**config.mk**
```make
export PLATFORM = sky130hd
export DESIGN_NAME = segment_display_blink_refresh
export DESIGN_NICKNAME = d
export VERILOG_FILES = /design/src/sdbr_pkg.sv /design/src/sdbr_front.sv /design/src/sdbr_queue.sv /design/src/sdbr_back.sv /design/src/segment_display_blink_refresh.sv
export SDC_FILE = /design/constraint.sdc
export NUM_CORES = 1
export LEC_CHECK = 0
export BUFFER_PORTS_ARGS = -buffer_cell sky130_fd_sc_hd__buf_4
export CORE_UTILIZATION = 47
export CTS_CLUSTER_DIAMETER = 100
export DETAILED_ROUTE_END_ITERATION = 6
export MAX_ROUTING_LAYER = met4
export SYNTH_ARGS = -nofsm -noshare
export SYNTH_HDL_FRONTEND = slang
export SYNTH_SLANG_ARGS = --single-unit
```
**constraint.sdc**
```tcl
create_clock -name i_clk -period 6.15 [get_ports i_clk]
set_input_delay 1.23 -clock i_clk [delete_from_list [all_inputs] [get_ports i_clk]]
set_output_delay 1.23 -clock i_clk [all_outputs]
set_load 0.05 [all_outputs]
```
**src/sdbr_pkg.sv**
```systemverilog
package sdbr_pkg;

    // Default number of grids on the display.
    localparam int GRIDS_DEF = 6;

    // Reset value of the blink half period, in ticks.
    localparam logic [15:0] HALF_PERIOD_DEF = 16'd25;

    // Full segment byte, used for a whole grid blink.
    localparam logic [7:0] SEG_ALL = 8'hFF;

    // Depth of the command queue between front and back.
    localparam int QDEPTH = 2;

    // Command codes on the input.
    localparam logic [2:0] FUNC_TICK  = 3'd0;
    localparam logic [2:0] FUNC_SEG   = 3'd1;
    localparam logic [2:0] FUNC_RAW   = 3'd2;
    localparam logic [2:0] FUNC_BLINK = 3'd3;
    localparam logic [2:0] FUNC_CLEAR = 3'd4;
    localparam logic [2:0] FUNC_DIRTY = 3'd5;

    // Segment mode codes.
    localparam logic [1:0] MODE_ON    = 2'd0;
    localparam logic [1:0] MODE_OFF   = 2'd1;
    localparam logic [1:0] MODE_BLINK = 2'd2;

    // Logical to physical grid address map.
    localparam logic [2:0] PHYS_MAP [8] = '{3'd3, 3'd4, 3'd0, 3'd1, 3'd2, 3'd5, 3'd6, 3'd7};

    // Operations that the back end carries out.
    typedef enum logic [2:0] {
        OP_TICK,
        OP_SEG,
        OP_RAW,
        OP_BLINK,
        OP_CLEAR,
        OP_DIRTY
    } t_op;

    // One classified command as it travels through the queue.
    typedef struct packed {
        t_op         op;
        logic [2:0]  grid;
        logic [7:0]  mask;
        logic [1:0]  mode;
        logic [7:0]  raw;
        logic        en;
    } t_cmd;

    // Queue handshake between the front, the queue and the back.
    typedef struct packed {
        logic push;
        logic pop;
    } t_qctl;

    typedef struct packed {
        logic full;
        logic empty;
    } t_qsts;

endpackage

```
**src/sdbr_front.sv**
```systemverilog
module sdbr_front import sdbr_pkg::*; #(
    parameter int GRIDS = GRIDS_DEF
) (
    input  logic       i_clk,
    input  logic       i_rst_n,
    input  logic       start,
    output logic       busy,
    input  logic [2:0] i_func,
    input  logic [2:0] i_grid,
    input  logic [2:0] i_segment,
    input  logic [1:0] i_seg_mode,
    input  logic [7:0] i_raw_byte,
    input  logic       i_blink_enable,
    input  t_qsts      i_qsts,
    output logic       o_push,
    output t_cmd       o_cmd
);

    logic r_vld;
    logic n_keep;
    t_cmd r_cmd;
    t_cmd n_cmd;
    logic w_grid_ok;
    logic w_accept;

    assign w_accept  = start && !busy;
    assign w_grid_ok = ({1'b0, i_grid} < 4'(GRIDS));

    // Classify the command; ignored commands are never queued.
    always_comb begin
        n_cmd.op   = OP_TICK;
        n_cmd.grid = i_grid;
        n_cmd.mask = 8'b1 << i_segment;
        n_cmd.mode = i_seg_mode;
        n_cmd.raw  = i_raw_byte;
        n_cmd.en   = i_blink_enable;
        n_keep     = 1'b0;
        unique case (i_func)
            FUNC_TICK: begin
                n_keep = 1'b1;
            end
            FUNC_SEG: begin
                n_keep   = w_grid_ok;
                // An unknown mode changes no segment but still marks dirty.
                n_cmd.op = (i_seg_mode > MODE_BLINK) ? OP_DIRTY : OP_SEG;
            end
            FUNC_RAW: begin
                n_keep   = w_grid_ok;
                n_cmd.op = OP_RAW;
            end
            FUNC_BLINK: begin
                n_keep   = w_grid_ok;
                n_cmd.op = OP_BLINK;
            end
            FUNC_CLEAR: begin
                n_keep   = 1'b1;
                n_cmd.op = OP_CLEAR;
            end
            FUNC_DIRTY: begin
                n_keep   = 1'b1;
                n_cmd.op = OP_DIRTY;
            end
            default: begin
                n_keep = 1'b0;
            end
        endcase
    end

    // Hold one classified command until the queue has room.
    always_ff @(posedge i_clk) begin
        if (!i_rst_n) begin
            r_vld <= 1'b0;
        end else if (w_accept) begin
            r_vld <= n_keep;
        end else if (o_push) begin
            r_vld <= 1'b0;
        end
    end

    always_ff @(posedge i_clk) begin
        if (w_accept) begin
            r_cmd <= n_cmd;
        end
    end

    assign busy   = r_vld;
    assign o_push = r_vld && !i_qsts.full;
    assign o_cmd  = r_cmd;

endmodule

```
**src/sdbr_queue.sv**
```systemverilog
module sdbr_queue import sdbr_pkg::*; (
    input  logic  i_clk,
    input  logic  i_rst_n,
    input  t_qctl i_qctl,
    input  t_cmd  i_cmd,
    output t_qsts o_qsts,
    output t_cmd  o_cmd
);

    localparam int QAW = (QDEPTH > 1) ? $clog2(QDEPTH) : 1;

    t_cmd             r_mem [QDEPTH];
    logic [QAW-1:0]   r_wptr;
    logic [QAW-1:0]   r_rptr;
    logic [QAW:0]     r_count;
    logic             w_push;
    logic             w_pop;

    assign w_push = i_qctl.push && !o_qsts.full;
    assign w_pop  = i_qctl.pop && !o_qsts.empty;

    // Pointers wrap at the queue depth.
    always_ff @(posedge i_clk) begin
        if (!i_rst_n) begin
            r_wptr  <= '0;
            r_rptr  <= '0;
            r_count <= '0;
        end else begin
            if (w_push) begin
                r_wptr <= (r_wptr == QAW'(QDEPTH - 1)) ? '0 : r_wptr + 1'b1;
            end
            if (w_pop) begin
                r_rptr <= (r_rptr == QAW'(QDEPTH - 1)) ? '0 : r_rptr + 1'b1;
            end
            r_count <= r_count + (QAW+1)'(w_push) - (QAW+1)'(w_pop);
        end
    end

    always_ff @(posedge i_clk) begin
        if (w_push) begin
            r_mem[r_wptr] <= i_cmd;
        end
    end

    assign o_qsts.full  = (r_count == (QAW+1)'(QDEPTH));
    assign o_qsts.empty = (r_count == '0);
    assign o_cmd        = r_mem[r_rptr];

    // The front never pushes into a full queue.
    a_no_overflow: assert property (@(posedge i_clk) disable iff (!i_rst_n)
        i_qctl.push |-> !o_qsts.full)
        else $error("push into full command queue");

    // The back never pops from an empty queue.
    a_no_underflow: assert property (@(posedge i_clk) disable iff (!i_rst_n)
        i_qctl.pop |-> !o_qsts.empty)
        else $error("pop from empty command queue");

    // The count never exceeds the depth.
    a_count_range: assert property (@(posedge i_clk) disable iff (!i_rst_n)
        r_count <= (QAW+1)'(QDEPTH))
        else $error("command queue count out of range");

endmodule

```
**src/sdbr_back.sv**
```systemverilog
module sdbr_back import sdbr_pkg::*; #(
    parameter int GRIDS = GRIDS_DEF
) (
    input  logic        i_clk,
    input  logic        i_rst_n,
    input  logic        i_cfg_valid,
    input  logic [15:0] i_cfg_data,
    input  t_qsts       i_qsts,
    input  t_cmd        i_cmd,
    output logic        o_pop,
    output logic        o_strobe,
    output logic [2:0]  o_phys_grid,
    output logic [7:0]  o_seg_data,
    output logic        o_last
);

    localparam int GW = (GRIDS > 1) ? $clog2(GRIDS) : 1;

    localparam logic ST_IDLE = 1'b0;
    localparam logic ST_SEND = 1'b1;

    logic          r_state;
    logic          n_state;
    logic [7:0]    r_seg [GRIDS];
    logic [7:0]    n_seg [GRIDS];
    logic [7:0]    r_blk [GRIDS];
    logic [7:0]    n_blk [GRIDS];
    logic [15:0]   r_count;
    logic [15:0]   n_count;
    logic          r_phase;
    logic          n_phase;
    logic          r_dirty;
    logic          n_dirty;
    logic [15:0]   r_half;
    logic [GW-1:0] r_idx;
    logic [GW-1:0] n_idx;
    logic          r_strobe;
    logic [2:0]    r_phys;
    logic [7:0]    r_data;
    logic          r_last;
    logic [GW-1:0] w_g;
    logic [15:0]   w_next;
    logic          w_idx_last;

    assign o_pop      = (r_state == ST_IDLE) && !i_qsts.empty;
    assign w_g        = i_cmd.grid[GW-1:0];
    assign w_next     = r_count + 16'd1;
    assign w_idx_last = (r_idx == GW'(GRIDS - 1));

    // Execute one command, or walk the grids during a refresh.
    always_comb begin
        n_state = r_state;
        n_seg   = r_seg;
        n_blk   = r_blk;
        n_count = r_count;
        n_phase = r_phase;
        n_dirty = r_dirty;
        n_idx   = r_idx;
        unique case (r_state)
            ST_IDLE: begin
                if (o_pop) begin
                    unique case (i_cmd.op)
                        OP_TICK: begin
                            if (w_next >= r_half) begin
                                n_count = '0;
                                n_phase = !r_phase;
                                n_dirty = 1'b1;
                            end else begin
                                n_count = w_next;
                            end
                            if (n_dirty) begin
                                n_state = ST_SEND;
                                n_idx   = '0;
                            end
                        end
                        OP_SEG: begin
                            priority if (i_cmd.mode == MODE_ON) begin
                                n_seg[w_g] = r_seg[w_g] | i_cmd.mask;
                                n_blk[w_g] = r_blk[w_g] & ~i_cmd.mask;
                            end else if (i_cmd.mode == MODE_OFF) begin
                                n_seg[w_g] = r_seg[w_g] & ~i_cmd.mask;
                                n_blk[w_g] = r_blk[w_g] & ~i_cmd.mask;
                            end else begin
                                n_seg[w_g] = r_seg[w_g] | i_cmd.mask;
                                n_blk[w_g] = r_blk[w_g] | i_cmd.mask;
                            end
                            n_dirty = 1'b1;
                        end
                        OP_RAW: begin
                            if (r_seg[w_g] != i_cmd.raw) begin
                                n_seg[w_g] = i_cmd.raw;
                                n_dirty    = 1'b1;
                            end
                        end
                        OP_BLINK: begin
                            n_blk[w_g] = i_cmd.en ? SEG_ALL : 8'h00;
                            n_dirty    = 1'b1;
                        end
                        OP_CLEAR: begin
                            for (int i = 0; i < GRIDS; i++) begin
                                n_seg[i] = 8'h00;
                                n_blk[i] = 8'h00;
                            end
                            n_dirty = 1'b1;
                        end
                        OP_DIRTY: begin
                            n_dirty = 1'b1;
                        end
                        default: begin
                            n_dirty = r_dirty;
                        end
                    endcase
                end
            end
            ST_SEND: begin
                n_idx = r_idx + 1'b1;
                if (w_idx_last) begin
                    n_dirty = 1'b0;
                    n_state = ST_IDLE;
                end
            end
            default: begin
                n_state = ST_IDLE;
            end
        endcase
    end

    // Control state and the stores.
    always_ff @(posedge i_clk) begin
        if (!i_rst_n) begin
            r_state  <= ST_IDLE;
            r_count  <= '0;
            r_phase  <= 1'b0;
            r_dirty  <= 1'b1;
            r_half   <= HALF_PERIOD_DEF;
            r_idx    <= '0;
            r_strobe <= 1'b0;
            for (int i = 0; i < GRIDS; i++) begin
                r_seg[i] <= 8'h00;
                r_blk[i] <= 8'h00;
            end
        end else begin
            r_state  <= n_state;
            r_count  <= n_count;
            r_phase  <= n_phase;
            r_dirty  <= n_dirty;
            r_idx    <= n_idx;
            r_seg    <= n_seg;
            r_blk    <= n_blk;
            r_strobe <= (r_state == ST_SEND);
            if (i_cfg_valid) begin
                r_half <= i_cfg_data;
            end
        end
    end

    // Output register: one grid write per cycle, blinking bits masked in the off phase.
    always_ff @(posedge i_clk) begin
        if (r_state == ST_SEND) begin
            r_phys <= PHYS_MAP[3'(r_idx)];
            r_data <= r_phase ? r_seg[r_idx] : (r_seg[r_idx] & ~r_blk[r_idx]);
            r_last <= w_idx_last;
        end
    end

    assign o_strobe    = r_strobe;
    assign o_phys_grid = r_phys;
    assign o_seg_data  = r_data;
    assign o_last      = r_last;

    // A refresh only runs while the block is dirty.
    a_send_dirty: assert property (@(posedge i_clk) disable iff (!i_rst_n)
        (r_state == ST_SEND) |-> r_dirty)
        else $error("refresh running while clean");

    // A refresh is one unbroken burst of writes.
    a_burst: assert property (@(posedge i_clk) disable iff (!i_rst_n)
        (r_strobe && !r_last) |=> r_strobe)
        else $error("refresh burst broken");

    // The final write leaves the block clean and is followed by a gap.
    a_last_gap: assert property (@(posedge i_clk) disable iff (!i_rst_n)
        (r_strobe && r_last) |-> (!r_dirty ##1 !r_strobe))
        else $error("write after final write of refresh");

endmodule

```
**src/segment_display_blink_refresh.sv**
```systemverilog
// Channel   | Signals                                    | Transfer when
// ----------+--------------------------------------------+-----------------------
// command   | start, busy, i_func .. i_blink_enable      | start && !busy
// config    | i_cfg_valid, o_cfg_ready, i_cfg_data       | i_cfg_valid && o_cfg_ready
// result    | o_strobe, o_phys_grid, o_seg_data, o_last  | o_strobe (one cycle)
//
// Commands that the block acts on pass the front hold register, so a new command is not
// taken while one is held; ignored commands never raise busy and can follow back to back.
// A refreshing tick holds the back in ST_SEND until every grid is written; its writes
// pass the output register and are on the ports on consecutive cycles.
// Synchronous active-low reset clears the stores, counter and phase, sets dirty and
// loads 25 ticks. Results cannot be stalled; busy is high one cycle per queued command
// and stays high while the two-entry command queue is full.
module segment_display_blink_refresh import sdbr_pkg::*; #(
    parameter int GRIDS = GRIDS_DEF
) (
    input  logic        i_clk,
    input  logic        i_rst_n,
    input  logic        start,
    output logic        busy,
    input  logic [2:0]  i_func,
    input  logic [2:0]  i_grid,
    input  logic [2:0]  i_segment,
    input  logic [1:0]  i_seg_mode,
    input  logic [7:0]  i_raw_byte,
    input  logic        i_blink_enable,
    input  logic        i_cfg_valid,
    output logic        o_cfg_ready,
    input  logic [15:0] i_cfg_data,
    output logic        o_strobe,
    output logic [2:0]  o_phys_grid,
    output logic [7:0]  o_seg_data,
    output logic        o_last
);

    t_qctl w_qctl;
    t_qsts w_qsts;
    t_cmd  w_front_cmd;
    t_cmd  w_queue_cmd;
    logic  w_push;
    logic  w_pop;

    // The half period register takes a transfer in any cycle.
    assign o_cfg_ready = 1'b1;

    // Queue controls gathered from the front and the back.
    assign w_qctl = '{push: w_push, pop: w_pop};

    // Command decode and hold.
    sdbr_front #(
        .GRIDS(GRIDS)
    ) u_front (
        .i_clk          (i_clk),
        .i_rst_n        (i_rst_n),
        .start          (start),
        .busy           (busy),
        .i_func         (i_func),
        .i_grid         (i_grid),
        .i_segment      (i_segment),
        .i_seg_mode     (i_seg_mode),
        .i_raw_byte     (i_raw_byte),
        .i_blink_enable (i_blink_enable),
        .i_qsts         (w_qsts),
        .o_push         (w_push),
        .o_cmd          (w_front_cmd)
    );

    // Command queue between decode and execution.
    sdbr_queue u_queue (
        .i_clk   (i_clk),
        .i_rst_n (i_rst_n),
        .i_qctl  (w_qctl),
        .i_cmd   (w_front_cmd),
        .o_qsts  (w_qsts),
        .o_cmd   (w_queue_cmd)
    );

    // Store, blink timing and refresh sequencing.
    sdbr_back #(
        .GRIDS(GRIDS)
    ) u_back (
        .i_clk       (i_clk),
        .i_rst_n     (i_rst_n),
        .i_cfg_valid (i_cfg_valid && o_cfg_ready),
        .i_cfg_data  (i_cfg_data),
        .i_qsts      (w_qsts),
        .i_cmd       (w_queue_cmd),
        .o_pop       (w_pop),
        .o_strobe    (o_strobe),
        .o_phys_grid (o_phys_grid),
        .o_seg_data  (o_seg_data),
        .o_last      (o_last)
    );

endmodule
```
==> flow_metrics.env <==
export IMPL_grt_pass1_vias=8549
export IMPL_power_frac_comb=0.263
export IMPL_rows=56
export IMPL_path_max_fanout=32
export IMPL_chipHeight_um=159
export IMPL_postCtsSetupRepairBufs=0
export IMPL_tightest_slew_ns=1.18
export IMPL_final_hold_viol_count=0
export IMPL_coreArea_um2=23800
export IMPL_area_growth_pct=12.4
export IMPL_tns_ns=0
export IMPL_initial_core_util=0.485
export IMPL_p_sw_frac=0.340
export IMPL_clkPwrFrac=0.331
export IMPL_power_density_nw_per_um2=331
export IMPL_synth_fp_nets=1302
export IMPL_cp_required_ns=6.49
export IMPL_netlist_instances=1238
export IMPL_ys_ff_latch=228
export IMPL_status="completed"
export IMPL_async_flop_share=0
export IMPL_drt_iter0_drc=977
export IMPL_cts_max_level=1
export IMPL_grt_max_degree=59
export IMPL_grt_use_total=0.269
export IMPL_first_pass_iters=7
export IMPL_syn_cell_area_um2=11500
export IMPL_cts_tree="yes"
export IMPL_io_pins=55
export IMPL_wl_per_cell_um=20.2
export IMPL_postCtsHoldBufs=0
export IMPL_place_area_um2=12200
export IMPL_power_switching_mw=1.46
export IMPL_fin_crit_sh=0.716
export IMPL_dp_worst_setup_slack_ns=1.87
export IMPL_rsz0062_at_grt="no"
export IMPL_cts_buffers=25
export IMPL_holdWs_ns=0.446
export IMPL_slew_headroom=0.212
export IMPL_max_cap_viol_count=0
export IMPL_post_place_cells=1558
export IMPL_drc=0
export IMPL_clockBufferDepth=3
export IMPL_grt_pass1_wl_mm=50.0
export IMPL_final_common_cell="nor2_1"
export IMPL_final_nets=1330
export IMPL_start_kind="flip-flop"
export IMPL_cts_resized=0
export IMPL_synth_enable_flop_cells=87
export IMPL_port_buffers=53
export IMPL_worst_setup_path_type="flip-flop to flip-flop"
export IMPL_ys_warn_count=0
export IMPL_worstReg2RegEnd="u_back.r_seg[22]$_SDFFE_PN0P_"
export IMPL_die_area_um2=25200
export IMPL_vias_per_cell=6.00
export IMPL_hp_class="flip-flop to flip-flop"
export IMPL_globalRouteOverflowTotal=0
export IMPL_wirelength_mm=32.4
export IMPL_stdcell_count=1604
export IMPL_drive_above_1_share=0.118
export IMPL_num_vias=9628
export IMPL_clock_latency_ns=0.52
export IMPL_final_setup_skew_ns=0.00850
export IMPL_seq_power_share=0.407
export IMPL_min_period_ns=4.41
export IMPL_crit_arrival_ns=4.75
export IMPL_fmax_ghz=0.227
export IMPL_path_clk_slew_ns=0.06
export IMPL_final_cell_mix="141 x nor2_1, 139 x dfxtp_1, 131 x nand2_1"
export IMPL_die_width_um=159
export IMPL_irDropWorstVdd_mv=0.213
export IMPL_finalSetupViolations=0
export IMPL_p_leak_nw=4.74
export IMPL_clock_sinks=228
export IMPL_ys_seq_area_frac=0.471
export IMPL_drv_slew=0
export IMPL_crit_end="u_back.r_seg[22]$_SDFFE_PN0P_"
export IMPL_gp_congestion=0.960
export IMPL_antenna_found_initial=0
export IMPL_cellInternalPower_mw=2.83
export IMPL_antenna_cells=0
export IMPL_final_setup_worst_slack_ns=1.74
export IMPL_stdcell_area_um2=13000
export IMPL_hpwlAfterDp_mm=22.9
export IMPL_synth_area_per_cell_um2=9.31
export IMPL_synth_distinct_cells=58
export IMPL_drtAntennaViolNets=0
export IMPL_cts_root_buf="clkbuf_16"
export IMPL_synth_flop_cell="dfxtp_1"
export IMPL_r2r_slack_ns=1.74
export IMPL_num_fill_cells=2150
export IMPL_reg2reg_depth=10
export IMPL_end_kind="flip-flop"
==> registers in the layout (all words and copies together) (netlist names), 3 cells and up, named ones only <==
name / flops
u_back.r_blk: 48
u_back.o_phys_grid: 3
u_back.r_seg: 48
u_back.o_seg_data: 8
u_front.o_cmd: 25
u_back.r_idx: 3
u_queue.r_mem: 50
u_back.r_half: 16
u_back.r_count: 16
==> critical path, stage by stage, from the launching register on <==
cell	delay [ns]
dfxtp_2	0.46
buf_4	0.42
mux2i_2	0.46
nand2_1	0.26
o32ai_1	0.51
or3_1	0.19
o2111ai_1	0.20
nor4_4	0.57
or2_1	0.55
buf_4	0.43
o22ai_1	0.15
==> stage by stage <==
stage                      util  power, mW
final                     0.545       4.29
after global routing      0.545       4.46
after floorplan               -       2.53
after global placement    0.513       2.87
after detailed placement  0.513       2.88
after CTS                 0.545       4.29
==> kinds of logic (layout without fill, tap and decap cells) <==
logic type	after synthesis	after routing	synth area share
DFF	228	228	0.471
buffers and inverters	99	146	0.0367
and+or+nand+nor	415	415	0.159
other	1	1	0.000325
AOI/OAI and AO/OA	339	339	0.173
adders and majority gates	24	24	0.0260
xor gates and xnor gates	32	32	0.0243
muxes	100	100	0.109
==> worst min-delay path by stage <==
stage,start,endpoint,slack (ns),cells after the start
2_1_floorplan,u_front.o_cmd[0]$_DFFE_PP_,u_queue.r_mem[0][0]$_DFFE_PP_,0.42,0
3_3_place_gp,u_front.o_cmd[14]$_SDFFCE_PP0P_,u_queue.r_mem[0][14]$_DFFE_PP_,0.42,0
3_5_place_dp,u_front.o_cmd[18]$_SDFFCE_PN0P_,u_queue.r_mem[0][18]$_DFFE_PP_,0.43,0
4_1_cts,u_front.o_cmd[1]$_DFFE_PP_,u_queue.r_mem[1][1]$_DFFE_PP_,0.44,0
5_1_grt,u_front.o_cmd[18]$_SDFFCE_PN0P_,u_queue.r_mem[0][18]$_DFFE_PP_,0.45,0
6_report,u_front.o_cmd[8]$_DFFE_PP_,u_queue.r_mem[0][8]$_DFFE_PP_,0.45,0
==> final cells by class <==
cell class	instances	area (um^2)	area share
multi-input combinational	911	5700	0.440
clock buffer	29	641	0.0494
timing repair buffer	71	533	0.0411
sequential	228	5440	0.420
clock inverter	17	131	0.0101
tap	319	399	0.0308
inverter	29	109	0.00840
==> cells in the mapped netlist, types with 13 or more instances <==
cell / count / area, um^2
a21oi_1: 76 / 380
a31oi_1: 13 / 81.3
clkbuf_1: 55 / 206
dfxtp_1: 141 / 2820
edfxtp_1: 87 / 2610
ha_1: 24 / 300
inv_1: 27 / 101
mux2i_1: 68 / 681
mux4_2: 18 / 405
nand2_1: 131 / 492
nand3_1: 78 / 390
nor2_1: 142 / 533
nor3_1: 13 / 65.1
o21ai_0: 123 / 616
o22ai_1: 50 / 313
o32ai_1: 19 / 166
xnor2_1: 21 / 184
==> power groups by stage <==
stage          sequential [mW]  combinational (mW)  clock, mW
2_1_floorplan             1.76               0.766          0
3_3_place_gp              1.77                1.10          0
3_5_place_dp              1.77                1.10          0
4_1_cts                   1.74                1.10       1.45
5_1_grt                   1.76                1.20       1.50
6_report                  1.74                1.13       1.42
==> routing by layer <==
metal / track usage / routed length (um) / part of all wire / up-vias
li1: - / - / - / 4592
met1: 0.381 / 14700 / 0.45 / 4559
met2: 0.408 / 14500 / 0.45 / 435
met3: 0.0299 / 2460 / 0.076 / 42
met4: 0.0691 / 725 / 0.022 / 0
met5: - / 0 / 0 / -
Power figures use the tool's default switching activity.
